$ cat src/sv/tmr_pkg.sv
`default_nettype none

package tmr_pkg;

  // Frame kinds carried on every character of a frame.
  localparam logic [1:0] KIND_READING = 2'd0;
  localparam logic [1:0] KIND_HIGH    = 2'd1;
  localparam logic [1:0] KIND_LOW     = 2'd2;
  localparam logic [1:0] KIND_ZERO    = 2'd3;

  // Configuration register indexes.
  localparam logic [1:0] REG_ENABLE        = 2'd0;
  localparam logic [1:0] REG_REPORT_PERIOD = 2'd1;
  localparam logic [1:0] REG_HIGH_LIMIT    = 2'd2;
  localparam logic [1:0] REG_LOW_LIMIT     = 2'd3;

  // Frame characters.
  localparam logic [7:0] CH_S    = 8'h73;
  localparam logic [7:0] CH_T    = 8'h74;
  localparam logic [7:0] CH_H    = 8'h68;
  localparam logic [7:0] CH_L    = 8'h6C;
  localparam logic [7:0] CH_E    = 8'h65;
  localparam logic [7:0] CH_ZERO = 8'h30;

  localparam int FRAME_LEN_SHORT   = 4;
  localparam int FRAME_LEN_READING = 7;

  // Settings the front end needs from the register file.
  typedef struct packed {
    logic       enable;
    logic [7:0] threshold;
    logic [9:0] high_limit;
    logic [9:0] low_limit;
  } cfg_t;

  // One classified report waiting for the back end.
  typedef struct packed {
    logic [1:0] kind;
    logic [3:0] d_hun;
    logic [3:0] d_ten;
    logic [3:0] d_one;
  } report_t;

  localparam int REPORT_W = $bits(report_t);

endpackage

`default_nettype wire

$ cat src/sv/tmr_front.sv
`default_nettype none

module tmr_front (
  input  wire logic              clk,
  input  wire logic              rst_n,
  input  wire tmr_pkg::cfg_t     cfg,
  input  wire logic              in_tvalid,
  output      logic              in_tready,
  input  wire logic [15:0]       in_tdata,
  input  wire logic              q_full,
  output      logic              q_push,
  output      tmr_pkg::report_t  q_data
);

  logic [7:0]  tick_count_r;
  logic [7:0]  tick_count_nxt;
  logic [7:0]  tick_inc;
  logic        accept;
  logic        due;
  logic [9:0]  temp;
  logic [15:0] hun_prod;
  logic [3:0]  hun;
  logic [6:0]  rem;
  logic [14:0] ten_prod;
  logic [3:0]  ten;
  logic [3:0]  one;
  logic [1:0]  kind;

  assign in_tready = !q_full;
  assign accept    = in_tvalid && in_tready;

  assign tick_inc = (tick_count_r == 8'hFF) ? tick_count_r : tick_count_r + 8'd1;
  assign due      = (tick_inc >= cfg.threshold);

  always_comb begin
    tick_count_nxt = tick_count_r;
    if (accept && cfg.enable) begin
      tick_count_nxt = due ? 8'd0 : tick_inc;
    end
  end

  // Temperature is sample / 64; digits by reciprocal multiplies, exact for 0..1023.
  assign temp     = in_tdata[15:6];
  assign hun_prod = 16'(temp) * 16'd41;
  assign hun      = hun_prod[15:12];
  assign rem      = 7'(temp - (10'(hun) * 10'd100));
  assign ten_prod = 15'(rem) * 15'd205;
  assign ten      = ten_prod[14:11];
  assign one      = 4'(rem - (7'(ten) * 7'd10));

  always_comb begin
    if (in_tdata == 16'd0) begin
      kind = tmr_pkg::KIND_ZERO;
    end else if (temp > cfg.high_limit) begin
      kind = tmr_pkg::KIND_HIGH;
    end else if (temp < cfg.low_limit) begin
      kind = tmr_pkg::KIND_LOW;
    end else begin
      kind = tmr_pkg::KIND_READING;
    end
  end

  assign q_push       = accept && cfg.enable && due;
  assign q_data.kind  = kind;
  assign q_data.d_hun = hun;
  assign q_data.d_ten = ten;
  assign q_data.d_one = one;

  always_ff @(posedge clk) begin
    if (!rst_n) begin
      tick_count_r <= 8'd0;
    end else begin
      tick_count_r <= tick_count_nxt;
    end
  end

endmodule

`default_nettype wire

$ cat src/sv/tmr_fifo.sv
`default_nettype none

module tmr_fifo #(
  parameter int DEPTH = 2
) (
  input  wire logic              clk,
  input  wire logic              rst_n,
  input  wire logic              push,
  input  wire tmr_pkg::report_t  push_data,
  output      logic              full,
  input  wire logic              pop,
  output      logic              not_empty,
  output      tmr_pkg::report_t  pop_data
);

  localparam int PW = (DEPTH > 1) ? $clog2(DEPTH) : 1;
  localparam int CW = $clog2(DEPTH + 1);

  tmr_pkg::report_t mem_r [DEPTH];
  logic [PW-1:0] wr_ptr_r;
  logic [PW-1:0] rd_ptr_r;
  logic [CW-1:0] count_r;
  logic [CW-1:0] count_nxt;

  assign full      = (count_r == CW'(DEPTH));
  assign not_empty = (count_r != '0);
  assign pop_data  = mem_r[rd_ptr_r];

  always_comb begin
    count_nxt = count_r;
    if (push && !pop) begin
      count_nxt = count_r + 1'b1;
    end else if (pop && !push) begin
      count_nxt = count_r - 1'b1;
    end
  end

  always_ff @(posedge clk) begin
    if (push) begin
      mem_r[wr_ptr_r] <= push_data;
    end
  end

  always_ff @(posedge clk) begin
    if (!rst_n) begin
      wr_ptr_r <= '0;
      rd_ptr_r <= '0;
      count_r  <= '0;
    end else begin
      count_r <= count_nxt;
      if (push) begin
        wr_ptr_r <= (wr_ptr_r == PW'(DEPTH - 1)) ? '0 : wr_ptr_r + 1'b1;
      end
      if (pop) begin
        rd_ptr_r <= (rd_ptr_r == PW'(DEPTH - 1)) ? '0 : rd_ptr_r + 1'b1;
      end
    end
  end

  a_no_overflow : assert property (@(posedge clk) disable iff (!rst_n)
    push |-> !full)
    else $error("report queue written while full");

  a_no_underflow : assert property (@(posedge clk) disable iff (!rst_n)
    pop |-> not_empty)
    else $error("report queue read while empty");

endmodule

`default_nettype wire

$ cat src/sv/tmr_back.sv
`default_nettype none

module tmr_back (
  input  wire logic              clk,
  input  wire logic              rst_n,
  input  wire logic              q_valid,
  input  wire tmr_pkg::report_t  q_data,
  output      logic              q_pop,
  output      logic              out_tvalid,
  input  wire logic              out_tready,
  output      logic [7:0]        out_tdata,
  output      logic [1:0]        out_tuser,
  output      logic              out_tlast
);

  logic             active_r;
  logic             active_nxt;
  logic [2:0]       pos_r;
  logic [2:0]       pos_nxt;
  tmr_pkg::report_t cur_r;
  logic             out_valid_r;
  logic             out_valid_nxt;
  logic [7:0]       out_byte_r;
  logic [1:0]       out_kind_r;
  logic             out_last_r;
  logic             load_out;
  logic             emit;
  logic             short_frame;
  logic [7:0]       ch;
  logic             ch_last;

  assign short_frame = (cur_r.kind != tmr_pkg::KIND_READING);

  always_comb begin
    unique case (pos_r)
      3'd0: ch = tmr_pkg::CH_S;
      3'd1: ch = !short_frame ? tmr_pkg::CH_T :
                 (cur_r.kind == tmr_pkg::KIND_HIGH) ? tmr_pkg::CH_H : tmr_pkg::CH_L;
      3'd2: ch = tmr_pkg::CH_ZERO;
      3'd3: ch = short_frame ? tmr_pkg::CH_E : tmr_pkg::CH_ZERO + 8'(cur_r.d_hun);
      3'd4: ch = tmr_pkg::CH_ZERO + 8'(cur_r.d_ten);
      3'd5: ch = tmr_pkg::CH_ZERO + 8'(cur_r.d_one);
      default: ch = tmr_pkg::CH_E;
    endcase
  end

  assign ch_last = short_frame ? (pos_r == 3'(tmr_pkg::FRAME_LEN_SHORT - 1))
                               : (pos_r == 3'(tmr_pkg::FRAME_LEN_READING - 1));

  assign load_out = !out_valid_r || out_tready;
  assign emit     = active_r && load_out;
  // The next report is taken in the same cycle the closing character is loaded into the output register.
  assign q_pop    = q_valid && (!active_r || (emit && ch_last));

  always_comb begin
    active_nxt    = active_r;
    pos_nxt       = pos_r;
    out_valid_nxt = out_valid_r && !out_tready;
    if (emit) begin
      out_valid_nxt = 1'b1;
      pos_nxt       = pos_r + 3'd1;
      if (ch_last) begin
        active_nxt = 1'b0;
      end
    end
    if (q_pop) begin
      active_nxt = 1'b1;
      pos_nxt    = 3'd0;
    end
  end

  always_ff @(posedge clk) begin
    if (q_pop) begin
      cur_r <= q_data;
    end
    if (emit) begin
      out_byte_r <= ch;
      out_kind_r <= cur_r.kind;
      out_last_r <= ch_last;
    end
  end

  always_ff @(posedge clk) begin
    if (!rst_n) begin
      active_r    <= 1'b0;
      pos_r       <= 3'd0;
      out_valid_r <= 1'b0;
    end else begin
      active_r    <= active_nxt;
      pos_r       <= pos_nxt;
      out_valid_r <= out_valid_nxt;
    end
  end

  assign out_tvalid = out_valid_r;
  assign out_tdata  = out_byte_r;
  assign out_tuser  = out_kind_r;
  assign out_tlast  = out_last_r;

  a_short_len : assert property (@(posedge clk) disable iff (!rst_n)
    (active_r && short_frame) |-> (pos_r < 3'(tmr_pkg::FRAME_LEN_SHORT)))
    else $error("short frame ran past its closing character");

  a_last_is_e : assert property (@(posedge clk) disable iff (!rst_n)
    (out_tvalid && out_tlast) |-> (out_tdata == tmr_pkg::CH_E))
    else $error("frame closed on a character other than e");

  a_frame_start : assert property (@(posedge clk) disable iff (!rst_n)
    q_pop |=> (active_r && pos_r == 3'd0))
    else $error("new frame did not start at its first character");

endmodule

`default_nettype wire

$ cat src/sv/threshold_temperature_reporter.sv
// Threshold temperature reporter. Each input item is one timer tick carrying a 16-bit raw ADC
// sample. While enabled, the tick counter counts ticks; when it reaches report_period/5 it
// clears and the sample is reported as an ASCII frame, one character per output item:
// "sl0e" for a zero sample, "sh0e" above high_limit, "sl0e" below low_limit, and otherwise
// "st0" plus three digit characters of the temperature (sample/64) and "e". tuser carries
// the frame kind and tlast marks the closing "e". A reporting tick is classified in the cycle
// it is accepted and placed in a small report queue; the back end then sends one character
// per cycle while out_tready is high, so a frame is 4 or 7 characters long, and a new frame
// follows the previous one without a gap when its report is already queued. Sustained
// throughput of reporting ticks is therefore set by the one-character-per-cycle output
// stage; the queue (QUEUE_DEPTH entries) lets the input keep accepting ticks while a frame
// drains. Configuration writes take effect at once and are meant to happen only while no
// frame is pending.
`default_nettype none

module threshold_temperature_reporter #(
  parameter int QUEUE_DEPTH = 2
) (
  input  wire logic        clk,
  input  wire logic        rst_n,
  // Configuration write port.
  input  wire logic        cfg_we,
  input  wire logic [1:0]  cfg_index,
  input  wire logic [9:0]  cfg_wdata,
  // Tick input.
  input  wire logic        in_tvalid,
  output      logic        in_tready,
  input  wire logic [15:0] in_tdata,   // [15:0] sample
  // Frame character output.
  output      logic        out_tvalid,
  input  wire logic        out_tready,
  output      logic [7:0]  out_tdata,  // [7:0] frame_byte
  output      logic [1:0]  out_tuser,  // [1:0] frame_kind
  output      logic        out_tlast
);

  // Register file. The report period is stored already divided by five, since only the
  // tick threshold is ever used; p*205>>10 equals p/5 for every 10-bit p.
  logic        enable_r;
  logic [7:0]  threshold_r;
  logic [9:0]  high_limit_r;
  logic [9:0]  low_limit_r;
  logic [17:0] period_prod;

  assign period_prod = 18'(cfg_wdata) * 18'd205;

  always_ff @(posedge clk) begin
    if (!rst_n) begin
      enable_r     <= 1'b1;
      threshold_r  <= 8'd2;
      high_limit_r <= 10'd500;
      low_limit_r  <= 10'd100;
    end else if (cfg_we) begin
      case (cfg_index)
        tmr_pkg::REG_ENABLE:        enable_r     <= cfg_wdata[0];
        tmr_pkg::REG_REPORT_PERIOD: threshold_r  <= period_prod[17:10];
        tmr_pkg::REG_HIGH_LIMIT:    high_limit_r <= cfg_wdata;
        tmr_pkg::REG_LOW_LIMIT:     low_limit_r  <= cfg_wdata;
        default: ;
      endcase
    end
  end

  tmr_pkg::cfg_t    cfg;
  tmr_pkg::report_t push_data;
  tmr_pkg::report_t pop_data;
  logic             q_push;
  logic             q_full;
  logic             q_pop;
  logic             q_not_empty;

  assign cfg.enable     = enable_r;
  assign cfg.threshold  = threshold_r;
  assign cfg.high_limit = high_limit_r;
  assign cfg.low_limit  = low_limit_r;

  // Front end: tick counting, classification and digit split.
  tmr_front u_front (
    .clk       (clk),
    .rst_n     (rst_n),
    .cfg       (cfg),
    .in_tvalid (in_tvalid),
    .in_tready (in_tready),
    .in_tdata  (in_tdata),
    .q_full    (q_full),
    .q_push    (q_push),
    .q_data    (push_data)
  );

  // Report queue between the two halves.
  tmr_fifo #(
    .DEPTH (QUEUE_DEPTH)
  ) u_fifo (
    .clk       (clk),
    .rst_n     (rst_n),
    .push      (q_push),
    .push_data (push_data),
    .full      (q_full),
    .pop       (q_pop),
    .not_empty (q_not_empty),
    .pop_data  (pop_data)
  );

  // Back end: character sequencer with a registered output.
  tmr_back u_back (
    .clk        (clk),
    .rst_n      (rst_n),
    .q_valid    (q_not_empty),
    .q_data     (pop_data),
    .q_pop      (q_pop),
    .out_tvalid (out_tvalid),
    .out_tready (out_tready),
    .out_tdata  (out_tdata),
    .out_tuser  (out_tuser),
    .out_tlast  (out_tlast)
  );

endmodule

`default_nettype wire
$ cat config.mk
export PLATFORM = sky130hd
export DESIGN_NAME = threshold_temperature_reporter
export DESIGN_NICKNAME = d
export VERILOG_FILES = /design/src/sv/tmr_pkg.sv /design/src/sv/tmr_front.sv /design/src/sv/tmr_fifo.sv /design/src/sv/tmr_back.sv /design/src/sv/threshold_temperature_reporter.sv
export SDC_FILE = /design/constraint.sdc
export NUM_CORES = 1
export LEC_CHECK = 0
export BUFFER_PORTS_ARGS = -buffer_cell sky130_fd_sc_hd__buf_2
export CAP_MARGIN = 20
export CORE_UTILIZATION = 55
export CTS_CLUSTER_DIAMETER = 40
export DETAILED_ROUTE_END_ITERATION = 7
export GPL_TIMING_DRIVEN = 0
export PLACE_DENSITY = 0.81
export SYNTH_ARGS = -nofsm -noshare
export SYNTH_HDL_FRONTEND = slang
export SYNTH_SLANG_ARGS = --single-unit
$ cat constraint.sdc
create_clock -name clk -period 19.15 [get_ports clk]
set_input_delay 0.9575 -clock clk [delete_from_list [all_inputs] [get_ports clk]]
set_output_delay 0.9575 -clock clk [all_outputs]
set_load 0.005 [all_outputs]
# == After elaboration in Yosys (flattened, before gate mapping) ==
# Memories as Yosys holds them, arrays and structs flattened. A register that Yosys moved wholly into a read port is not among the register bits.
# Cells that the tools add are included.
# op_classes
bitwise,1
addsub,11
reduce_logical,31
n_mul,5
magnitude_cmp,3
n_eq_ne,12
n_mux,20
# ops
cell,n
8-bit one-hot mux with 6 select lines,1
8-bit two-way mux,4
"6-bit by 4-bit adder with 7-bit output, first input constant",3
"10-bit by 8-bit multiplier with 18-bit output, second input constant",1
16-bit zero test,1
"10-bit by 6-bit multiplier with 16-bit output, second input constant",1
"7-bit by 8-bit multiplier with 15-bit output, second input constant",1
10-bit > comparator,1
10-bit less-than comparator,1
2-bit two-way mux,5
2-bit AND reduction,5
2-bit nonzero test,5
"3-bit == test, second input constant",3
1-bit logical AND,9
1-bit two-way mux,9
"8-bit by 1-bit adder with 8-bit output, second input constant",1
"8-bit == test, second input constant",1
8-bit greater-or-equal comparator,1
7-bit subtractor,1
"2-bit == test, second input constant",3
"3-bit by 2-bit == test with 1-bit output, second input constant",2
1-bit zero test,6
"4-bit by 5-bit multiplier with 5-bit output, second input constant",1
"2-bit by 1-bit == test with 1-bit output, second input constant",2
other kinds (13),15
# totals
elab_cells,98
in_bits,33
n_memories,1
ram_bits,28
reg_bits,57
output_inout_bits,13
# memory_table
memory,words,width,read_ports,rd_clocked_by_memory_dff,write_ports,line_no,source
u_fifo.mem_r,2,14,1,1,1,tmr_fifo.sv:19,tmr_pkg::report_t mem_r [DEPTH];

# == Depth between registers and ports, before layout ==
# logic_depth
ltp_word,9
depth_mapped,33
ltp_nobuf,33

# == Modules after synthesis ==
# Synthesis repeated with hierarchy kept, for this count alone.
# unflattened
hier_cells,826
hier_area_um2,8262.9
# modules_own_cells
mod,cells_per_inst,area_per_inst_um2,instances
tmr_front,358,3103.0,1
threshold_temperature_reporter,310,2708.8,1
tmr_fifo,65,1227.4,1
tmr_back,93,1223.7,1

# == Least setup slack after synthesis ==
# OpenSTA, ideal clock, no wires.
# synth_timing
kind,in2reg
start,in in_tdata[8]
end,mem u_fifo.mem_r[0][3] (netlist bit) (data pin)
t_required_ns,18.882
setup_ns,0.268
path_stages,33
path_slack_ns,10.682
arrival_time_ns,8.200
n_path_buf,0
cell_sequence,ha_1 > fa_1 > ha_1 > ha_1 > a211oi_2 > o31ai_2 > a2111oi_2 > nor3_2 > a21oi_1 > xnor2_1 > ha_1 > inv_1 > ha_1 > o21ai_0 > o21a_1 > xnor2_1 > ha_1 > inv_1 > fa_1 > inv_1 > fa_1 > ha_1 > ha_1 > and3_1 > o2111a_2 > a211o_1 > a21oi_2 > xnor2_1 > ha_1 > fa_1 > xnor2_1 > xnor2_1 > xnor2_1
# synth_rtl
item,line_no,source
"start, declared",threshold_temperature_reporter.sv:28,"input wire logic [15:0] in_tdata,"
"end, declared",tmr_fifo.sv:19,

==> metrics.yaml <==
outcome:
  status: "finished, final reports clean"
detailed_routing:
  avgViaCountPerCell: 5.510
  drt-pass1-iter-count: 4
  num_vias: 5394
  drt_iter0_markers: 295
  ant_nets: 0
  post_drt_wl_per_cell_um: 14.80
  drc: 0
  wl_mm: 14.49
sta:
  setup-violations-final: 0
  fin_crit_sh_pct: 46.44
  rsz0062_at_grt: "false"
  tightest_slew_ns: 0.6681
  relSlewSlack_pct: 55.46
  period_needed_ns: 8.893
  finClkSkew_ns: 0.008793
  drv_slew: 0
  clock.fmax_ghz: 0.1124
  setup_tns_ns: 0
  hold_viol: 0
placement:
  port_buffers: 43
  dp_hpwl_mm: 11.49
  place_congestion: 0.8329
critical_path:
  timing.critical_path.slowest_cell_delay_ns: 0.51
  startpoint_type: "input port"
  crit_buf_inv: 4
  cp_common_cell: "ha_1"
  path_max_fanout: 10
  crit_type: "input port to register"
  required_ns: 19.24
  slowest_stage: "fa_1"
  path_delay_family: "adder cells"
  critPathArrivalTime_ns: 8.98
  cp-end-kind: "register"
synthesis:
  syn-num-nets: 960
  ys_seq_area_share_pct: 32.03
  yosys.cell_types.count: 70
  ys_ff_latch: 97
  postSynthAreaPerCell_um2: 10.30
  ys_top_cells_by_area: "ha_1 25%, edfxtp_1 20%, dfxtp_1 12%"
  netlist_area_um2: 7656
  synth_common_cells: "153 x ha_1, 111 x inv_1, 55 x nand2_1"
  synth_top_area_share_pct: 25.00
  ys.flop_type: "edfxtp_1"
  synth_edf_count: 51
  async_flop_share_pct: 0
  yosysWarnings: 0
  synth_area_leader_cell: "ha_1"
  syn_inst: 743
  yosysMostFrequentCell: "ha_1"
cells_and_area:
  syn_to_final_growth_pct: 9.855
  drive_gt1_share_pct: 11.58
  final_nets: 1015
  num_antenna_cells: 0
global_route:
  grt_pass1_vias: 5467
  grt_pass1_wl_mm: 24.74
  antenna_found_initial: 0
  grt_overflow_total: 0
  grt_use_total_pct: 21.83
  grt_max_degree: 18
clock_network:
  cts_tree: "built"
  cts_made_buffers: 9
  cts_resized: 0
  cts_max_path_buffers: 2
  worst_skew_pair.late_latency_ns: 0.35
  cts_num_sinks: 97
  post-cts-setup-buffers: 0
  path_clk_slew_ns: 0.06
  clockRootBuffer: "clkbuf_16"
  hold_buffers: 0
  ctsHtreeMaxLevel: 3
floorplan:
  die_x_um: 120.0
  ios: 46
  row_count: 42
  coreArea_um2: 13400
  die-area_um2: 14400
  initial_core_util_pct: 57.13
  fp.dieH_um: 120.0
worst_hold_path:
  hold_path_class: "register to register"
flow_run:
  cap_violations: 0
[kinds of logic after synthesis]
kind of cell | after synthesis | synth area share (%)
other | 2 | 0.09809
AO/OA/AOI/OAI | 132 | 11.90
buffers and inverters | 128 | 6.373
adder cells (fa/ha/maj) | 185 | 33.26
XOR/XNOR | 39 | 4.560
flip-flops | 97 | 32.03
AND/OR/NAND/NOR | 142 | 9.185
multiplexers | 18 | 2.598
[layout make-up]
class                           instances  area [um^2]
Clock buffer                           10        229.0
Clock inverter                          6        73.82
Tap cell                              176        220.2
Multi-Input combinational cell        518         4721
Sequential cell                        97         2452
Timing Repair Buffer                   44        226.5
Fill cell                            1063         4990
Buffer                                 16        67.56
Inverter                              112        420.4
[flip-flops by register name (all words and copies together), names as in the netlist]
signal                flops
u_back.active_r           1
u_fifo.mem_r             28
threshold_r               8
u_fifo.wr_ptr_r           1
u_fifo.count_r            2
u_back.out_tlast          1
high_limit_r             10
u_back.out_tvalid         1
u_back.cur_r             14
u_front.tick_count_r      8
enable_r                  1
u_back.pos_r              3
low_limit_r              10
u_back.out_tuser          2
u_back.out_tdata          6
u_fifo.rd_ptr_r           1
[final timing paths]
path                                                           start  slack, ns  depth (start not counted)                             end
worst max-delay path                                    in_tdata[10]      10.26                         33    u_fifo.mem_r[1][3]$_DFFE_PP_
worst min-delay path                     low_limit_r[4]$_SDFFE_PN0P_       0.46                          2     low_limit_r[4]$_SDFFE_PN0P_
worst max register to register  u_front.tick_count_r[0]$_SDFFE_PN0P_      15.59                         14  u_fifo.count_r[1]$_SDFFE_PN0P_
worst min register to register           low_limit_r[4]$_SDFFE_PN0P_       0.46                          2     low_limit_r[4]$_SDFFE_PN0P_
[per-layer routing]
layer / vias up / GRT usage (%) / part of all wire [%]
li1: 2718 / - / -
met1: 2543 / 27.92 / 47
met2: 103 / 36.17 / 47
met3: 30 / 4.420 / 3.8
met4: 0 / 8.438 / 2.2
met5: - / 0 / 0
[layout by cell type, fill, tap and decap left out, types with 3 or more instances in the layout]
cell	synthesis	routed
a21o_1	16	16
inv_1	111	111
nand2_1	55	55
and3_1	6	6
nand3_1	11	11
nor4_1	5	5
fa_1	31	31
or3_1	3	3
a21oi_1	37	37
clkbuf_1	12	13
ha_1	153	153
xor2_1	15	15
xnor2_1	23	23
o22ai_1	3	3
nor3_1	6	5
o21ai_0	20	20
edfxtp_1	51	51
mux2i_1	3	3
o21a_1	7	7
a31oi_1	3	3
clkbuf_16	0	9
nor2_1	22	22
nand2b_1	4	4
and2_1	4	4
a211oi_1	3	3
buf_2	0	43
nor2b_1	5	5
dfxtp_1	46	46
mux2_2	15	15
o211ai_1	13	13
nand4_1	9	9
[stage by stage]
stage          hold WS [ns]  util (%)  setup slack (ns)  instances  cell area (um^2)
2_1_floorplan        0.4363         -             10.68        743              7656
3_3_place_gp         0.4445     60.38             9.987        962              8092
3_5_place_dp         0.4489     60.50             9.835        963              8108
4_1_cts              0.4581     62.76             10.19        979              8411
5_1_grt              0.4791     62.76             9.752        979              8411
6_report             0.4553     62.76             10.26        979              8411
[worst min-delay path: stages, from the launching register on]
cell	delay, ns
dfxtp_1	0.31
nand2_1	0.05
a21oi_1	0.05
Power is left out: the tool's default activity adds up to more than one toggle a clock period on the data nets, which glitch-free logic cannot reach.
